<file path="config.mk">
export PLATFORM = sky130hd
export DESIGN_NAME = multi_buffer_slot_manager_unit
export DESIGN_NICKNAME = d
export VERILOG_FILES = /design/src/rtl/core/msm_pkg.sv /design/src/rtl/core/msm_ctrl.sv /design/src/rtl/core/msm_dp.sv /design/src/rtl/core/multi_buffer_slot_manager_unit.sv
export SDC_FILE = /design/constraint.sdc
export NUM_CORES = 1
export LEC_CHECK = 0
export ABC_AREA = 1
export BUFFER_PORTS_ARGS = -buffer_cell sky130_fd_sc_hd__buf_4
export CORE_AREA = 2 2 77 79
export CTS_BUF_LIST = sky130_fd_sc_hd__clkbuf_4 sky130_fd_sc_hd__clkbuf_8 sky130_fd_sc_hd__clkbuf_16
export DETAILED_ROUTE_END_ITERATION = 10
export DIE_AREA = 0 0 79 81
export HOLD_SLACK_MARGIN = 0.15
export PLACE_DENSITY = 0.79
export SYNTH_ARGS = -nofsm -noshare
export SYNTH_HDL_FRONTEND = slang
export SYNTH_SLANG_ARGS = --single-unit
</file>
<file path="constraint.sdc">
create_clock -name clk -period 3.2 [get_ports clk]
set_clock_uncertainty 0.15 [all_clocks]
set_input_delay 0.32 -clock clk [delete_from_list [all_inputs] [get_ports clk]]
set_output_delay 0.32 -clock clk [all_outputs]
set_load 0.005 [all_outputs]
</file>
<file path="src/rtl/core/msm_pkg.sv">
// ---------------------------------------------------------------------------
// Slot manager package
// Command and status codes, controller states and control structs.
// ---------------------------------------------------------------------------
package msm_pkg;

  localparam int DEF_NUM_SLOTS   = 4;
  localparam int DEF_NUM_WRITERS = 2;
  localparam int DEF_N_READERS   = 2;

  localparam int IN_TDATA_W  = 8;
  localparam int IN_TUSER_W  = 2;
  localparam int OUT_TDATA_W = 8;
  localparam int OUT_TUSER_W = 3;
  localparam int WID_W       = 4;
  localparam int SLOT_OUT_W  = 2;

  typedef enum logic [1:0] {
    CMD_WR_ACQ = 2'd0,
    CMD_WR_REL = 2'd1,
    CMD_RD_ACQ = 2'd2,
    CMD_RD_REL = 2'd3
  } msm_cmd_t;

  typedef enum logic [2:0] {
    ST_GRANTED    = 3'd0,
    ST_NO_SLOT    = 3'd1,
    ST_BAD_WRITER = 3'd2,
    ST_RELEASED   = 3'd3,
    ST_NOT_HELD   = 3'd4
  } msm_status_t;

  typedef enum logic [1:0] {
    S_IDLE,
    S_EXEC,
    S_SCAN,
    S_EMIT
  } msm_state_t;

  typedef struct packed {
    logic load;
    logic exec;
    logic scan;
    logic emit;
  } msm_ctl_t;

  typedef struct packed {
    logic need_scan;
    logic scan_done;
    logic out_free;
  } msm_sts_t;

endpackage

</file>
<file path="src/rtl/core/msm_ctrl.sv">
// ---------------------------------------------------------------------------
// Slot manager controller
// Sequences load, execute, slot scan and result hand-off for one word.
// ---------------------------------------------------------------------------
module msm_ctrl (
  input  logic              clk,
  input  logic              rst_n,
  input  logic              in_tvalid,
  output logic              in_tready,
  input  msm_pkg::msm_sts_t sts,
  output msm_pkg::msm_ctl_t ctl
);
  import msm_pkg::*;

  msm_state_t state_r;
  msm_state_t state_nxt;

  always_ff @(posedge clk) begin
    if (!rst_n) begin
      state_r <= S_IDLE;
    end else begin
      state_r <= state_nxt;
    end
  end

  always_comb begin
    state_nxt = state_r;
    case (state_r)
      S_IDLE: begin
        if (in_tvalid) state_nxt = S_EXEC;
      end
      S_EXEC: begin
        state_nxt = sts.need_scan ? S_SCAN : S_EMIT;
      end
      S_SCAN: begin
        if (sts.scan_done) state_nxt = S_EMIT;
      end
      S_EMIT: begin
        if (sts.out_free) state_nxt = S_IDLE;
      end
      default: state_nxt = S_IDLE;
    endcase
  end

  always_comb begin
    ctl       = '0;
    in_tready = 1'b0;
    case (state_r)
      S_IDLE: begin
        in_tready = 1'b1;
        ctl.load  = in_tvalid;
      end
      S_EXEC: ctl.exec = 1'b1;
      S_SCAN: ctl.scan = 1'b1;
      S_EMIT: ctl.emit = sts.out_free;
      default: ctl = '0;
    endcase
  end

endmodule

</file>
<file path="src/rtl/core/msm_dp.sv">
// ---------------------------------------------------------------------------
// Slot manager datapath
// Slot tables, writer and reader holds, free-slot scan and result registers.
// ---------------------------------------------------------------------------
module msm_dp #(
  parameter int NUM_SLOTS   = msm_pkg::DEF_NUM_SLOTS,
  parameter int NUM_WRITERS = msm_pkg::DEF_NUM_WRITERS,
  parameter int N_READERS   = msm_pkg::DEF_N_READERS
) (
  input  logic                             clk,
  input  logic                             rst_n,
  input  logic [msm_pkg::IN_TDATA_W-1:0]   in_tdata,
  input  logic [msm_pkg::IN_TUSER_W-1:0]   in_tuser,
  input  msm_pkg::msm_ctl_t                ctl,
  output msm_pkg::msm_sts_t                sts,
  output logic                             out_tvalid,
  input  logic                             out_tready,
  output logic [msm_pkg::OUT_TDATA_W-1:0]  out_tdata,
  output logic [msm_pkg::OUT_TUSER_W-1:0]  out_tuser
);
  import msm_pkg::*;

  localparam int SL_W  = $clog2(NUM_SLOTS);
  localparam int WR_W  = (NUM_WRITERS > 1) ? $clog2(NUM_WRITERS) : 1;
  localparam int RD_W  = (N_READERS > 1) ? $clog2(N_READERS) : 1;
  localparam int CNT_W = $clog2(N_READERS + 1);

  msm_cmd_t             cmd_r;
  logic [WID_W-1:0]     wid_r;
  logic                 rid_r;
  logic                 pub_r;

  logic [SL_W-1:0]        latest_r;
  logic                   wh_v_r [NUM_WRITERS];
  logic [SL_W-1:0]        wh_s_r [NUM_WRITERS];
  logic                   rh_v_r [N_READERS];
  logic [SL_W-1:0]        rh_s_r [N_READERS];
  logic [CNT_W-1:0]       cnt_r  [NUM_SLOTS];
  logic                   bw_r   [NUM_SLOTS];
  logic [N_READERS-1:0]   ard_r  [NUM_SLOTS];
  logic [SL_W-1:0]        scan_r;

  msm_status_t          res_st_r;
  logic [SL_W-1:0]      res_slot_r;
  logic                 out_valid_r;
  msm_status_t          out_st_r;
  logic [SLOT_OUT_W-1:0] out_slot_r;

  logic            w_ok;
  logic [WR_W-1:0] widx;
  logic [RD_W-1:0] ridx;
  logic            wh_hit;
  logic            rh_hit;
  logic            rd_take;
  logic            scan_free;
  logic            scan_last;
  msm_status_t     ex_st;
  logic [SL_W-1:0] ex_slot;
  logic [SL_W-1:0] wh_slot;
  logic [SL_W-1:0] rh_slot;

  assign w_ok      = int'(wid_r) < NUM_WRITERS;
  assign widx      = wid_r[WR_W-1:0];
  assign ridx      = (int'(rid_r) < N_READERS) ? RD_W'(rid_r) : '0;
  assign wh_hit    = w_ok && wh_v_r[widx];
  assign rh_hit    = rh_v_r[ridx];
  assign wh_slot   = wh_s_r[widx];
  assign rh_slot   = rh_s_r[ridx];
  assign rd_take   = !rh_hit && !ard_r[latest_r][ridx];
  assign scan_free = (cnt_r[scan_r] == '0) && (scan_r != latest_r) && !bw_r[scan_r];
  assign scan_last = scan_r == SL_W'(NUM_SLOTS - 1);

  assign sts.need_scan = (cmd_r == CMD_WR_ACQ) && w_ok && !wh_v_r[widx];
  assign sts.scan_done = scan_free || scan_last;
  assign sts.out_free  = !out_valid_r || out_tready;

  always_comb begin
    ex_st   = ST_NO_SLOT;
    ex_slot = '0;
    case (cmd_r)
      CMD_WR_ACQ: begin
        if (!w_ok) begin
          ex_st = ST_BAD_WRITER;
        end else if (wh_hit) begin
          ex_st   = ST_GRANTED;
          ex_slot = wh_slot;
        end
      end
      CMD_WR_REL: begin
        if (!w_ok) ex_st = ST_BAD_WRITER;
        else if (!wh_hit) ex_st = ST_NOT_HELD;
        else ex_st = ST_RELEASED;
      end
      CMD_RD_ACQ: begin
        if (rh_hit) begin
          ex_st   = ST_GRANTED;
          ex_slot = rh_slot;
        end else if (rd_take) begin
          ex_st   = ST_GRANTED;
          ex_slot = latest_r;
        end
      end
      CMD_RD_REL: begin
        ex_st = rh_hit ? ST_RELEASED : ST_NOT_HELD;
      end
      default: ex_st = ST_NO_SLOT;
    endcase
  end

  // control state
  always_ff @(posedge clk) begin
    if (!rst_n) begin
      latest_r    <= '0;
      out_valid_r <= 1'b0;
      for (int i = 0; i < NUM_WRITERS; i++) wh_v_r[i] <= 1'b0;
      for (int i = 0; i < N_READERS; i++) rh_v_r[i] <= 1'b0;
      for (int i = 0; i < NUM_SLOTS; i++) begin
        cnt_r[i] <= '0;
        bw_r[i]  <= 1'b0;
        ard_r[i] <= '1;
      end
    end else begin
      if (ctl.exec) begin
        case (cmd_r)
          CMD_WR_REL: begin
            if (wh_hit) begin
              if (pub_r) begin
                ard_r[wh_slot] <= '0;
                latest_r       <= wh_slot;
              end
              bw_r[wh_slot] <= 1'b0;
              wh_v_r[widx]  <= 1'b0;
            end
          end
          CMD_RD_ACQ: begin
            if (rd_take) begin
              ard_r[latest_r][ridx] <= 1'b1;
              cnt_r[latest_r]       <= cnt_r[latest_r] + CNT_W'(1);
              rh_v_r[ridx]          <= 1'b1;
            end
          end
          CMD_RD_REL: begin
            if (rh_hit) begin
              if (cnt_r[rh_slot] != '0) cnt_r[rh_slot] <= cnt_r[rh_slot] - CNT_W'(1);
              rh_v_r[ridx] <= 1'b0;
            end
          end
          default: ;
        endcase
      end
      if (ctl.scan && scan_free) begin
        bw_r[scan_r]  <= 1'b1;
        ard_r[scan_r] <= '1;
        wh_v_r[widx]  <= 1'b1;
      end
      if (ctl.emit) out_valid_r <= 1'b1;
      else if (out_tready) out_valid_r <= 1'b0;
    end
  end

  // payload
  always_ff @(posedge clk) begin
    if (ctl.load) begin
      cmd_r <= msm_cmd_t'(in_tuser);
      wid_r <= in_tdata[WID_W-1:0];
      rid_r <= in_tdata[WID_W];
      pub_r <= in_tdata[WID_W+1];
    end
    if (ctl.exec) begin
      res_st_r   <= ex_st;
      res_slot_r <= ex_slot;
      scan_r     <= '0;
      if (cmd_r == CMD_RD_ACQ && rd_take) rh_s_r[ridx] <= latest_r;
    end
    if (ctl.scan) begin
      if (scan_free) begin
        res_st_r     <= ST_GRANTED;
        res_slot_r   <= scan_r;
        wh_s_r[widx] <= scan_r;
      end else if (scan_last) begin
        res_st_r   <= ST_NO_SLOT;
        res_slot_r <= '0;
      end else begin
        scan_r <= scan_r + SL_W'(1);
      end
    end
    if (ctl.emit) begin
      out_st_r   <= res_st_r;
      out_slot_r <= res_slot_r[SLOT_OUT_W-1:0];
    end
  end

  assign out_tvalid = out_valid_r;
  assign out_tuser  = out_st_r;
  assign out_tdata  = OUT_TDATA_W'(out_slot_r);

endmodule

</file>
<file path="src/rtl/core/multi_buffer_slot_manager_unit.sv">
// ---------------------------------------------------------------------------
// Multi-buffer slot manager: each accepted word is executed, then a free-slot
// scan runs on a writer acquire with no held slot, then the result is handed off.
// One word at a time; a new word is taken only once the last result is registered.
// Synchronous reset clears holds, counts and write marks, sets read marks.
// ---------------------------------------------------------------------------
module multi_buffer_slot_manager_unit #(
  parameter int NUM_SLOTS   = msm_pkg::DEF_NUM_SLOTS,
  parameter int NUM_WRITERS = msm_pkg::DEF_NUM_WRITERS,
  parameter int N_READERS   = msm_pkg::DEF_N_READERS
) (
  input  logic                            clk,
  input  logic                            rst_n,
  input  logic                            in_tvalid,
  output logic                            in_tready,
  input  logic [msm_pkg::IN_TDATA_W-1:0]  in_tdata,   // writer_id[3:0], reader_id, publish
  input  logic [msm_pkg::IN_TUSER_W-1:0]  in_tuser,   // cmd
  output logic                            out_tvalid,
  input  logic                            out_tready,
  output logic [msm_pkg::OUT_TDATA_W-1:0] out_tdata,  // slot[1:0]
  output logic [msm_pkg::OUT_TUSER_W-1:0] out_tuser   // status
);
  import msm_pkg::*;

  msm_ctl_t ctl;
  msm_sts_t sts;

  msm_ctrl u_ctrl (
    .clk       (clk),
    .rst_n     (rst_n),
    .in_tvalid (in_tvalid),
    .in_tready (in_tready),
    .sts       (sts),
    .ctl       (ctl)
  );

  msm_dp #(
    .NUM_SLOTS   (NUM_SLOTS),
    .NUM_WRITERS (NUM_WRITERS),
    .N_READERS   (N_READERS)
  ) u_dp (
    .clk        (clk),
    .rst_n      (rst_n),
    .in_tdata   (in_tdata),
    .in_tuser   (in_tuser),
    .ctl        (ctl),
    .sts        (sts),
    .out_tvalid (out_tvalid),
    .out_tready (out_tready),
    .out_tdata  (out_tdata),
    .out_tuser  (out_tuser)
  );

endmodule

</file>
* Yosys cells after proc, flatten, opt, wreduce, memory -nomap -nowiden *
Memory sizes are Yosys's and may differ from the RTL's. A register that Yosys moved wholly into a read port is not among the register bits.
Index checks and enable logic that the tools add are counted.

storage, ports and cells
  register bits = 25
  memory bits (writable) = 32
  bits of input ports = 14
  output and inout bits = 13
  logic and storage cells = 186
  memories kept = 7

memory list
  memory           words  bits a word  rd ports  clocked after memory_dff  wr ports  RTL line      text
  u_dp.ard_r       4      2            1         1                         4         msm_dp.sv:40  logic [N_READERS-1:0] ard_r [NUM_SLOTS];
  u_dp.cnt_r       4      2            3         2                         4         msm_dp.sv:38  logic [CNT_W-1:0] cnt_r [NUM_SLOTS];
  u_dp.bw_r        4      1            1         1                         4         msm_dp.sv:39  logic bw_r [NUM_SLOTS];
  u_dp.rh_s_r      2      2            1         1                         1         msm_dp.sv:37  logic [SL_W-1:0] rh_s_r [N_READERS];
  u_dp.wh_s_r      2      2            1         1                         1         msm_dp.sv:35  logic [SL_W-1:0] wh_s_r [NUM_WRITERS];
  u_dp.rh_v_r      2      1            1         1                         2         msm_dp.sv:36  logic rh_v_r [N_READERS];
  1 more memories  n/a    n/a          n/a       n/a                       n/a       n/a

cells by class
  add/subtract/negate cells = 3
  magnitude comparators = 3
  equal/unequal tests = 11
  multiplexer cells = 116
  bitwise gates (word level) = 2
  reduce and logical (&&, ||, !) cells = 32

operators by type and width
  kind                                                   number
  two-way mux 1 bit                                      69
  two-way mux 2 bit                                      34
  two-way mux 3 bit                                      9
  one-hot mux 3 bit (4 select lines)                     1
  == test 2 bit, second input constant                   5
  OR reduction 2 bit                                     5
  logical AND 1 bit                                      9
  one-hot mux 2 bit (4 select lines)                     1
  logical NOT 2 bit                                      3
  logical NOT 1 bit                                      5
  adder 2 x 1 -> 2 bit, second input constant            2
  == test 2 x 1 -> 1 bit, second input constant          2
  < comparator 4 x 2 -> 1 bit, second input constant     1
  inequality test 2 bit, second input constant           2
  one-hot mux 2 bit (2 select lines)                     1
  AND reduction 4 bit                                    1
  nonzero test 2 bit                                     2
  OR reduction 1 bit                                     4
  AND reduction 3 bit                                    1
  logical OR 1 bit                                       2
  < comparator 1 x 2 -> 1 bit, second input constant     1
  inequality test 2 x 1 -> 1 bit, second input constant  1
  inequality test 2 bit                                  1
  OR 1 bit                                               2
  3 further kinds                                        3

* Logic depth before layout (Yosys ltp) *
Gate-level depths: netlist of the first run.

  depth in word-level cells = 12
  gate-level depth with buffers = 14
  gate-level depth less buffers = 13

* Hierarchy *
A second synthesis of the first run with hierarchy kept.

unflattened totals
  cell total of the unflattened synthesis = 412
  area total of the unflattened synthesis = 3259.4 sq um

modules (own cells, without submodules)
  module    instances  cells each  area an instance (sq um)
  msm_dp    1          378         3035.4
  msm_ctrl  1          34          224.0

* Worst setup path after synthesis of the first run *
OpenSTA, ideal clock, no wires.

  kind = reg2reg
  start = register (tool-made name)
  end = memory u_dp.cnt_r[2][0] (netlist bit), enable pin
  arrival = 1.873 ns
  path slack = 0.880 ns
  cell stages (with the launch flop) = 13
  buffers on the path = 0
  cells stage by stage = dfxtp_1 -> inv_1 -> or2_1 -> o21ai_2 -> o211ai_1 -> and2_1 -> ha_1 -> inv_1 -> nand2_2 -> o21ai_2 -> inv_2 -> or2_4 -> nand2_1

RTL lines
  item              RTL line
  end: declaration  msm_dp.sv:38

==> results of run 1 <==
-- worst register-to-register path: stages, from the launching register on --
cell and delay, ns:
dfxtp_1 0.40, inv_1 0.08, or2_1 0.22, o21ai_2 0.17, o21ai_0 0.14, a21oi_1 0.15
nor2_1 0.07, ha_1 0.17, inv_1 0.06, nand2_2 0.09, o21ai_2 0.18, inv_2 0.06
or2_4 0.23, nand2_1 0.10
-- layout by cell type (no fill, tap or decap), types with 6 or more instances in the layout --
cell           instances
edfxtp_1              38
dfxtp_1               23
nand2_1              101
clkbuf_8              10
a21oi_1               17
o21ai_0               14
buf_4                 19
dlygate4sd3_1          9
nand4_1                9
nor2_1                38
nand2_2               10
nand3_1               28
conb_1                 6
inv_1                 48
ha_1                   6
-- cell usage after synthesis, drive strengths merged (3+ instances only) --
| cell | instances | share of area (%) |
|---|---|---|
| a21oi | 17 | 2.6 |
| ha | 6 | 2.3 |
| nor2 | 44 | 5.8 |
| nor3 | 4 | 0.96 |
| nand4 | 10 | 2.1 |
| dfxtp | 23 | 14 |
| o211ai | 3 | 0.69 |
| nand2 | 111 | 13 |
| inv | 53 | 6.3 |
| or2 | 3 | 0.65 |
| o21ai | 19 | 3.4 |
| edfxtp | 38 | 35 |
| buf | 9 | 2.0 |
| o22ai | 5 | 0.96 |
| nand3 | 34 | 6.3 |
-- kinds of logic (layout without fill, tap and decap cells) --
family	count (synthesis)	count (layout)
adder cells (fa/ha/maj)	6	6
AND/OR/NAND/NOR	210	210
AO/OA/AOI/OAI	53	53
XOR/XNOR	1	1
other	1	6
flip-flops	61	61
buffers and inverters	64	97
-- power breakdown --
part	internal [mW]	switching [mW]	total [mW]
logic	0.220	0.386	0.606
clock network	0.335	0.281	0.616
registers	0.966	0.0948	1.06
-- worst max path at each step --
stage | start | cells after the start | end
final | flop | 13 | u_dp.cnt_r[2][1]$_SDFFCE_PN0P_
after global routing | flop | 10 | u_dp.cnt_r[2][1]$_SDFFCE_PN0P_
after CTS | flop | 13 | u_dp.cnt_r[2][1]$_SDFFCE_PN0P_
after detailed placement | flop | 12 | u_dp.cnt_r[2][1]$_SDFFCE_PN0P_
after global placement | flop | 12 | u_dp.cnt_r[2][0]$_SDFFCE_PN0P_
after floorplan | flop | 12 | u_dp.cnt_r[2][0]$_SDFFCE_PN0P_
-- cell type report --
cell class	count	area share, %
Clock buffer	14	4.504
Clock inverter	2	0.2689
Inverter	53	5.546
Multi-Input combinational cell	276	37.88
Sequential cell	61	43.03
Tap cell	75	2.521
Timing Repair Buffer	28	6.252
-- metal layers --
metal / wire (µm) / track usage [%] / vias to the layer above
met2: 3200 / 36.27 / 102
met5: 0 / 0 / -
met1: 3069 / 29.63 / 1241
met3: 422 / 5.111 / 12
li1: - / - / 1368
met4: 105 / 8.276 / 0
-- flip-flops by register name (all words and copies together), names as in the netlist, 3 cells and up, named ones only --
signal          count
u_dp.ard_r          8
u_dp.rh_s_r         4
u_dp.res_st_r       3
u_dp.wid_r          4
u_dp.bw_r           4
u_dp.wh_s_r         4
u_dp.cnt_r          8
u_dp.out_tuser      3
==> results.json, run 1 <==
{
  "outcome": "completed",
  "cts_buffers": 9,
  "rr_endpoint": "u_dp.cnt_r[2][1]$_SDFFCE_PN0P_",
  "cpMaxStageDelayCell": "dfxtp_1",
  "synth_compound_area_share_pct": 9.637,
  "start_util_pct": 57.65,
  "cts_resized": 0,
  "layout.area.seq_um2": 1602,
  "firstDrtPassIters": 5,
  "fmax_mhz": 391.3,
  "reg2reg_setup_slack_ns": 0.64,
  "pin_count": 27,
  "portBuffers": 18,
  "post_cts_buffers": 0,
  "synth_area_um2": 3272,
  "setup_slack_ns": 0.6442,
  "syn_area_per_cell_um2": 8.262,
  "routed_wl_um": 6798,
  "area_delta_synth_final_pct": 13.77,
  "fin_cells": 509,
  "rsz0062_at_grt": "false",
  "yosys_warnings": 0,
  "startpoint_type": "flop",
  "overflow": 0,
  "hp-start": "rst_n",
  "drcViolationCount": 0,
  "cts-root-buf": "clkbuf_8",
  "route.vias.total": 2723,
  "total_power_mw": 2.283,
  "drtIter0Drc": 286,
  "drv_cap": 0,
  "synth-edff-count": 38,
  "clkTransAtPathRegs_ns": 0.06,
  "dp_hpwl_um": 4916,
  "async_reset_ff_share_pct": 0,
  "drive_gt1_share_pct": 16.13,
  "grt_pass1_vias": 2437,
  "crit_chain": "inv_1 > or2_1 > o21ai_2 > o21ai_0 > a21oi_1 > nor2_1 > ha_1 > inv_1 > nand2_2 > o21ai_2 > inv_2 > or2_4 > nand2_1",
  "fillers": 478,
  "relSlewSlack_pct": 60.77,
  "r2r_cells": 13,
  "hold_depth": 3,
  "final_nets": 449,
  "period_needed_ns": 2.556,
  "core_um2": 5675,
  "p_per_area_nw_per_um2": 613.4,
  "hold_buffers": 9,
  "finalCoreUtilization_pct": 65.59,
  "gp_congestion": 0.9147,
  "finalCritPeriodShare_pct": 79.87,
  "cts_tree": "built",
  "h-tree-depth": 3,
  "required_ns": 3.10,
  "final_area_um2": 3722,
  "cp.arrival_ns": 2.45,
  "max_stage_delay_ns": 0.40,
  "vias_per_cell": 5.350,
  "placed_area_um2": 3455,
  "critPathTopFamily": "simple AND/OR/NAND/NOR gates",
  "ys_dominant_reg_cell": "edfxtp_1",
  "die-area_um2": 6399,
  "std_cell_rows": 28,
  "ys_seq_elements": 61,
  "hold_ws_ns": 0.2472,
  "antenna_found_initial": 0,
  "setup_viol": 0,
  "power_leakage_nw": 1.651,
  "path_buf_inv": 3,
  "pre_cts_ws_ns": 0.6617,
  "synth_cells": 396,
  "grt_use_total_pct": 22.41,
  "finalSetupTns_ns": 0,
  "grt_pass1_wl_um": 10980,
  "synth.distinct_cells": 41,
  "slew_viol_final": 0,
  "hold_viol": 0,
  "vdd_drop_max_mv": 0.4281,
  "cp_max_fo": 10,
  "hold_class": "input pin to flop",
  "grt_max_degree": 25,
  "crit_path_end_kind": "flop",
  "synth_top_family_by_area": "simple AND/OR/NAND/NOR gates",
  "dp_cells": 484,
  "synthAdderAreaFrac_pct": 2.294,
  "path_class": "flop to flop",
  "chipWidth_um": 79,
  "holdPathEnd": "u_ctrl.state_r[1]$_SDFFE_PN0P_",
  "clk_path_buf_depth": 2,
  "ys_seq_area_share_pct": 48.95,
  "clk_latency_ns": 0.34,
  "diodes": 0,
  "synthXorXnorAreaFrac_pct": 0.2677,
  "worst-slew-pin-transition_ns": 0.5823,
  "clock_sinks": 61,
  "drt.antenna.violating_nets": 0,
  "multi_input_area_um2": 1410,
  "synth.area.mux_share_pct": 0,
  "routedWlPerCell_um": 13.36,
  "die_y_um": 81,
  "synthSimpleGateAreaFrac_pct": 30.21
}
(Power assumes the default switching activity.)
==> inputs of run 2 (changes only) <==
--- a/config.mk
+++ b/config.mk
@@ -5,14 +5,14 @@
 export SDC_FILE = /design/constraint.sdc
 export NUM_CORES = 1
 export LEC_CHECK = 0
-export ABC_AREA = 1
+export ABC_AREA = 0
 export BUFFER_PORTS_ARGS = -buffer_cell sky130_fd_sc_hd__buf_4
-export CORE_AREA = 2 2 77 79
+export CORE_AREA = 2 2 80 82
 export CTS_BUF_LIST = sky130_fd_sc_hd__clkbuf_4 sky130_fd_sc_hd__clkbuf_8 sky130_fd_sc_hd__clkbuf_16
 export DETAILED_ROUTE_END_ITERATION = 10
-export DIE_AREA = 0 0 79 81
+export DIE_AREA = 0 0 82 84
 export HOLD_SLACK_MARGIN = 0.15
-export PLACE_DENSITY = 0.79
+export PLACE_DENSITY = 0.74
 export SYNTH_ARGS = -nofsm -noshare
 export SYNTH_HDL_FRONTEND = slang
 export SYNTH_SLANG_ARGS = --single-unit
==> constraint.sdc (replaced) <==
create_clock -name clk -period 2.3 [get_ports clk]
set_clock_uncertainty 0.15 [all_clocks]
set_input_delay 0.23 -clock clk [delete_from_list [all_inputs] [get_ports clk]]
set_output_delay 0.23 -clock clk [all_outputs]
set_load 0.005 [all_outputs]
==> run 2 against run 1 <==
The flow now finishes with violations (setup timing). Largest power group unchanged. Worst hold slack got worse by 0.16 ns. Fmax rose by 1.0%. Final area rose by 14%.
==> results.json, run 2 <==
{
  "drive_gt1_share_pct": 40.37,
  "pre_cts_ws_ns": -0.2257,
  "cp_max_fo": 5,
  "async_reset_ff_share_pct": 0,
  "routedWlPerCell_um": 17.02,
  "die-area_um2": 6888,
  "vias_per_cell": 5.704,
  "hold_ws_ns": 0.08804,
  "std_cell_rows": 29,
  "slew_viol_final": 0,
  "critPathTopFamily": "multiplexers",
  "synth_area_leaders": "edfxtp_1 36%, dfxtp_1 15%, mux2i_1 3.8%, nor2_1 3.2%, mux4_2 2.9%",
  "layout_commonest_cell": "buf_4",
  "setup_slack_ns": -0.2303,
  "cts-root-buf": "clkbuf_8",
  "synth_area_um2": 3129,
  "pin_count": 27,
  "hp-start": "rst_n",
  "dp_hpwl_um": 5503,
  "mostFrequentLayoutCells": "76 x buf_4, 38 x edfxtp_1, 26 x nor2_1, 21 x dfxtp_1, 20 x nand2_1",
  "final_nets": 394,
  "fillers": 435,
  "ys_seq_elements": 61,
  "hold_class": "input pin to flop",
  "setup_viol": 25,
  "p_per_area_nw_per_um2": 770.2,
  "synth_top_area_share_pct": 36.47,
  "clock_sinks": 61,
  "ys_top_cells_by_count": "38 x edfxtp_1, 27 x nor2_1, 23 x dfxtp_1, 23 x nand2_1, 15 x inv_1",
  "required_ns": 2.21,
  "clkTransAtPathRegs_ns": 0.07,
  "grt_use_total_pct": 24.11,
  "finalCritPeriodShare_pct": 110.0,
  "drv_cap": 0,
  "grt_pass1_vias": 2538,
  "violations": "setup timing",
  "finalCoreUtilization_pct": 69.56,
  "h-tree-depth": 3,
  "power_leakage_nw": 1.653,
  "drcViolationCount": 0,
  "cts_tree": "built",
  "crit_path_end_kind": "flop",
  "start_util_pct": 51.33,
  "area_delta_synth_final_pct": 35.51,
  "yosys.area.top_type": "edfxtp_1",
  "clk_latency_ns": 0.34,
  "r2r_cells": 8,
  "grt_max_degree": 16,
  "yosysMostFrequentCell": "edfxtp_1",
  "period_needed_ns": 2.530,
  "fmax_mhz": 395.2,
  "rsz0062_at_grt": "true",
  "synth-edff-count": 38,
  "chipWidth_um": 82,
  "routed_wl_um": 7760,
  "synth.distinct_cells": 57,
  "rr_endpoint": "u_dp.cnt_r[1][1]$_SDFFCE_PN0P_",
  "antenna_found_initial": 0,
  "crit_end": "u_dp.cnt_r[1][1]$_SDFFCE_PN0P_",
  "vdd_drop_max_mv": 0.7619,
  "crit_chain": "mux2i_4 > mux4_2 > inv_2 > ha_4 > nor3_4 > and2_4 > or3b_4 > nand2_4",
  "overflow": 0,
  "hold_buffers": 9,
  "cp.arrival_ns": 2.44,
  "crit_cells": 8,
  "reg_top3": "u_dp.ard_r (8), u_dp.cnt_r (8)",
  "core_um2": 6096,
  "diodes": 0,
  "cts_buffers": 9,
  "grt_pass1_wl_um": 12160,
  "syn_area_per_cell_um2": 10.87,
  "portBuffers": 18,
  "drt.antenna.violating_nets": 0,
  "max_stage_delay_ns": 0.53,
  "yosys_warnings": 0,
  "synth_cells": 288,
  "die_y_um": 84,
  "hold_viol": 0,
  "outcome": "finished with violations",
  "route.vias.total": 2601,
  "cpMaxStageDelayCell": "mux4_2",
  "path_buf_inv": 1,
  "path_class": "flop to flop",
  "drtIter0Drc": 173,
  "reg2reg_setup_slack_ns": -0.23,
  "ys_seq_area_share_pct": 51.18,
  "firstDrtPassIters": 4,
  "startpoint_type": "flop",
  "gp_congestion": 0.9804,
  "clk_path_buf_depth": 2,
  "ys_dominant_reg_cell": "edfxtp_1"
}
## run 2: per-layer routing
layer  track usage [%]  wire (µm)  part of all wire [%]
met1             30.51       3003                    39
met2             38.14       3981                    51
met5                 0          0                     0
met3             4.654        476                   6.1
met4             13.33        298                   3.8
## run 2: area by class of cell
class                      instances  area (µm²)  area share, %
timing repair buffer              89       705.7          16.64
clock buffer                      13       153.9          3.629
multi-input combinational        198        1604          37.83
clock inverter                     3       15.01         0.3541
tap                               77       96.34          2.272
inverter                          15       56.30          1.328
sequential                        61        1609          37.95
## run 2: timing repair
action | in CTS | in global routing
hold endpoints to repair | 17 | 6
setup buffers | 6 | 6
gates resized for setup | 20 | 23
pin swaps | 14 | 13
endpoints found under the setup margin | 29 | 35
## run 2: worst min path at each step
stage	end	slack (ns)	cells after the start
3_5_place_dp	u_dp.wid_r[1]$_DFFE_PP_	0.26	1
3_3_place_gp	u_dp.wid_r[3]$_DFFE_PP_	0.26	1
4_1_cts	u_dp.cnt_r[1][0]$_SDFFCE_PN0P_	0.09	2
5_1_grt	u_dp.cnt_r[1][0]$_SDFFCE_PN0P_	0.09	2
2_1_floorplan	u_dp.cmd_r[0]$_DFFE_PP_	0.18	0
6_report	u_dp.cnt_r[1][0]$_SDFFCE_PN0P_	0.09	2
## run 2: power breakdown
group / internal [mW] / switching, mW / total (mW) / leakage (nW)
Clock: 0.434 / 0.399 / 0.833 / 0.0948
Sequential: 1.33 / 0.0946 / 1.43 / 0.532
Combinational: 0.488 / 0.517 / 1.00 / 1.03
## run 2: cell families after synthesis
kind of cell,Yosys count,synth area share [%]
XOR/XNOR,3,0.8398
AND/OR/NAND/NOR,99,16.83
buffers and inverters,34,5.118
flip-flops,61,51.18
adder cells (fa/ha/maj),6,2.399
multiplexers,25,10.04
other,1,0.1198
AO/OA/AOI/OAI,59,13.48
## run 2: through the flow
| stage | area (µm²) | total power, mW | std cells | TNS (ns) |
|---|---|---|---|---|
| final | 4240 | 3.266 | 456 | -3.310 |
| after global routing | 4240 | 3.429 | 456 | -5.821 |
| after CTS | 4084 | 3.219 | 450 | -2.555 |
| after detailed placement | 3700 | 2.354 | 419 | -3.267 |
| after global placement | 3700 | 2.322 | 419 | -2.301 |
| after floorplan | 3197 | 1.984 | 293 | -1.589 |
==> inputs of run 3 (changes only) <==
--- a/config.mk
+++ b/config.mk
@@ -6,13 +6,13 @@
 export NUM_CORES = 1
 export LEC_CHECK = 0
 export ABC_AREA = 0
-export BUFFER_PORTS_ARGS = -buffer_cell sky130_fd_sc_hd__buf_4
-export CORE_AREA = 2 2 80 82
+export CORE_AREA = 2 2 78 80
 export CTS_BUF_LIST = sky130_fd_sc_hd__clkbuf_4 sky130_fd_sc_hd__clkbuf_8 sky130_fd_sc_hd__clkbuf_16
 export DETAILED_ROUTE_END_ITERATION = 10
-export DIE_AREA = 0 0 82 84
+export DIE_AREA = 0 0 80 82
+export DONT_BUFFER_PORTS = 1
 export HOLD_SLACK_MARGIN = 0.15
-export PLACE_DENSITY = 0.74
+export PLACE_DENSITY = 0.73
 export SYNTH_ARGS = -nofsm -noshare
 export SYNTH_HDL_FRONTEND = slang
 export SYNTH_SLANG_ARGS = --single-unit
==> run 3 against run 2 <==
The flow finishes with violations (hold timing, setup timing). Register-to-register slack about the same. Sequential share of layout area rose by 0.88 points. Final area is 2.3% lower. Worst hold slack lost 0.22 ns. First-iteration DRC count up 1.7%. Critical path type unchanged. Critical endpoint is now u_dp.cnt_r[1][0]$_SDFFCE_PN0P_.
==> results.json, run 3 (same netlist as run 2, synthesis figures left out) <==
{
  "drive_gt1_share_pct": 36.97,
  "diodes": 0,
  "vdd_drop_max_mv": 0.7705,
  "final_area_um2": 4144,
  "drcViolationCount": 0,
  "clock_sinks": 61,
  "grt_pass1_vias": 2497,
  "hold_viol": 15,
  "dp_cells": 398,
  "overflow": 0,
  "finalSetupTns_ns": -4.605,
  "path_class": "flop to flop",
  "pin_count": 27,
  "finalCritPeriodShare_pct": 110.0,
  "start_util_pct": 54.46,
  "clk_path_buf_depth": 2,
  "cp.arrival_ns": 2.45,
  "reg_top3": "u_dp.ard_r (8), u_dp.cnt_r (8)",
  "route.vias.total": 2550,
  "vias_per_cell": 5.903,
  "dp_hpwl_um": 5469,
  "drt.antenna.violating_nets": 0,
  "power_leakage_nw": 1.550,
  "fin_cells": 432,
  "clk_latency_ns": 0.35,
  "setup_viol": 29,
  "hold_ws_ns": -0.1334,
  "gp_congestion": 0.9121,
  "outcome": "finished with violations",
  "layout_commonest_cell": "buf_4",
  "rsz0062_at_grt": "true",
  "setup_slack_ns": -0.2310,
  "drv_cap": 0,
  "startpoint_type": "flop",
  "firstDrtPassIters": 5,
  "pre_cts_ws_ns": -0.2458,
  "die-area_um2": 6560,
  "die_y_um": 82,
  "grt_pass1_wl_um": 12070,
  "drtIter0Drc": 176,
  "area_delta_synth_final_pct": 32.43,
  "cp_max_fo": 5,
  "crit_path_end_kind": "flop",
  "finalCoreUtilization_pct": 72.13,
  "worst-slew-pin-transition_ns": 0.5427,
  "cts-root-buf": "clkbuf_8",
  "p_per_area_nw_per_um2": 800.0,
  "required_ns": 2.22,
  "grt_use_total_pct": 25.59,
  "antenna_found_initial": 0,
  "clkTransAtPathRegs_ns": 0.07,
  "routed_wl_um": 7876,
  "slew_viol_final": 0,
  "routedWlPerCell_um": 18.23,
  "grt_max_degree": 22,
  "chipWidth_um": 80,
  "cts_buffers": 9,
  "violations": "hold timing, setup timing",
  "relSlewSlack_pct": 62.78,
  "final_nets": 372,
  "core_um2": 5746,
  "h-tree-depth": 3,
  "hold_class": "input pin to flop",
  "fmax_mhz": 395.1,
  "placed_area_um2": 3555,
  "hold_buffers": 12,
  "portBuffers": 0,
  "mostFrequentLayoutCells": "50 x buf_4, 38 x edfxtp_1, 27 x nor2_1, 21 x dfxtp_1, 18 x nand2_1",
  "period_needed_ns": 2.531,
  "std_cell_rows": 28,
  "cts_tree": "built"
}
-- run 3: area by class of cell --
cell class	count	area, µm²
clock buffers	11	138.9
clock inverters	5	51.30
fillers	391	1602
inverters	15	56.30
multi-input cells	198	1643
flip-flops and latches	61	1609
well taps	75	93.84
repair buffers	67	551.8
-- run 3: repair_timing --
action / 4_1_cts / 5_1_grt
pin swaps: 18 / 8
gates resized for setup: 30 / 21
setup buffers: 2 / 5
endpoints found under the hold margin: 33 / 20
endpoints found under the setup margin: 30 / 39
-- run 3: final timing paths --
| check | depth (start not counted) | startpoint | slack (ns) | endpoint |
|---|---|---|---|---|
| max | 8 | flop | -0.23 | u_dp.cnt_r[1][0]$_SDFFCE_PN0P_ |
| min | 1 | rst_n | -0.13 | u_dp.wh_v_r[0]$_DFF_P_ |
| max reg2reg | 8 | flop | -0.23 | u_dp.cnt_r[1][0]$_SDFFCE_PN0P_ |
| min reg2reg | 0 | u_dp.res_st_r[0]$_DFF_P_ | 0.29 | u_dp.out_tuser[0]$_DFFE_PP_ |
-- run 3: critical path, stage by stage, from the launching register on --
cell,delay (ns)
dfxtp_4,0.38
mux2i_4,0.28
mux4_2,0.53
inv_2,0.08
ha_4,0.15
nor3_4,0.05
and2_4,0.15
or3b_4,0.39
nand2_4,0.08
-- run 3: metrics by stage --
step                hold slack, ns  power, mW
floorplan                   0.1789      1.984
global route               -0.1520      3.471
detailed placement          0.1789      2.301
global placement            0.1789      2.275
CTS                        -0.1500      3.284
finish                     -0.1334      3.315
-- run 3: report_power, final --
part	switching (mW)	internal (mW)	leakage, nW
sequential	0.102	1.33	0.532
combinational	0.497	0.449	0.920
clock	0.417	0.517	0.0976
-- run 3: routing by layer --
metal | vias to the layer above | track usage, % | part of all wire, %
li1 | 1188 | - | -
met1 | 1202 | 29.20 | 37
met2 | 130 | 43.00 | 52
met3 | 30 | 7.363 | 6.8
met4 | 0 | 14.92 | 4.3
met5 | - | 0 | 0
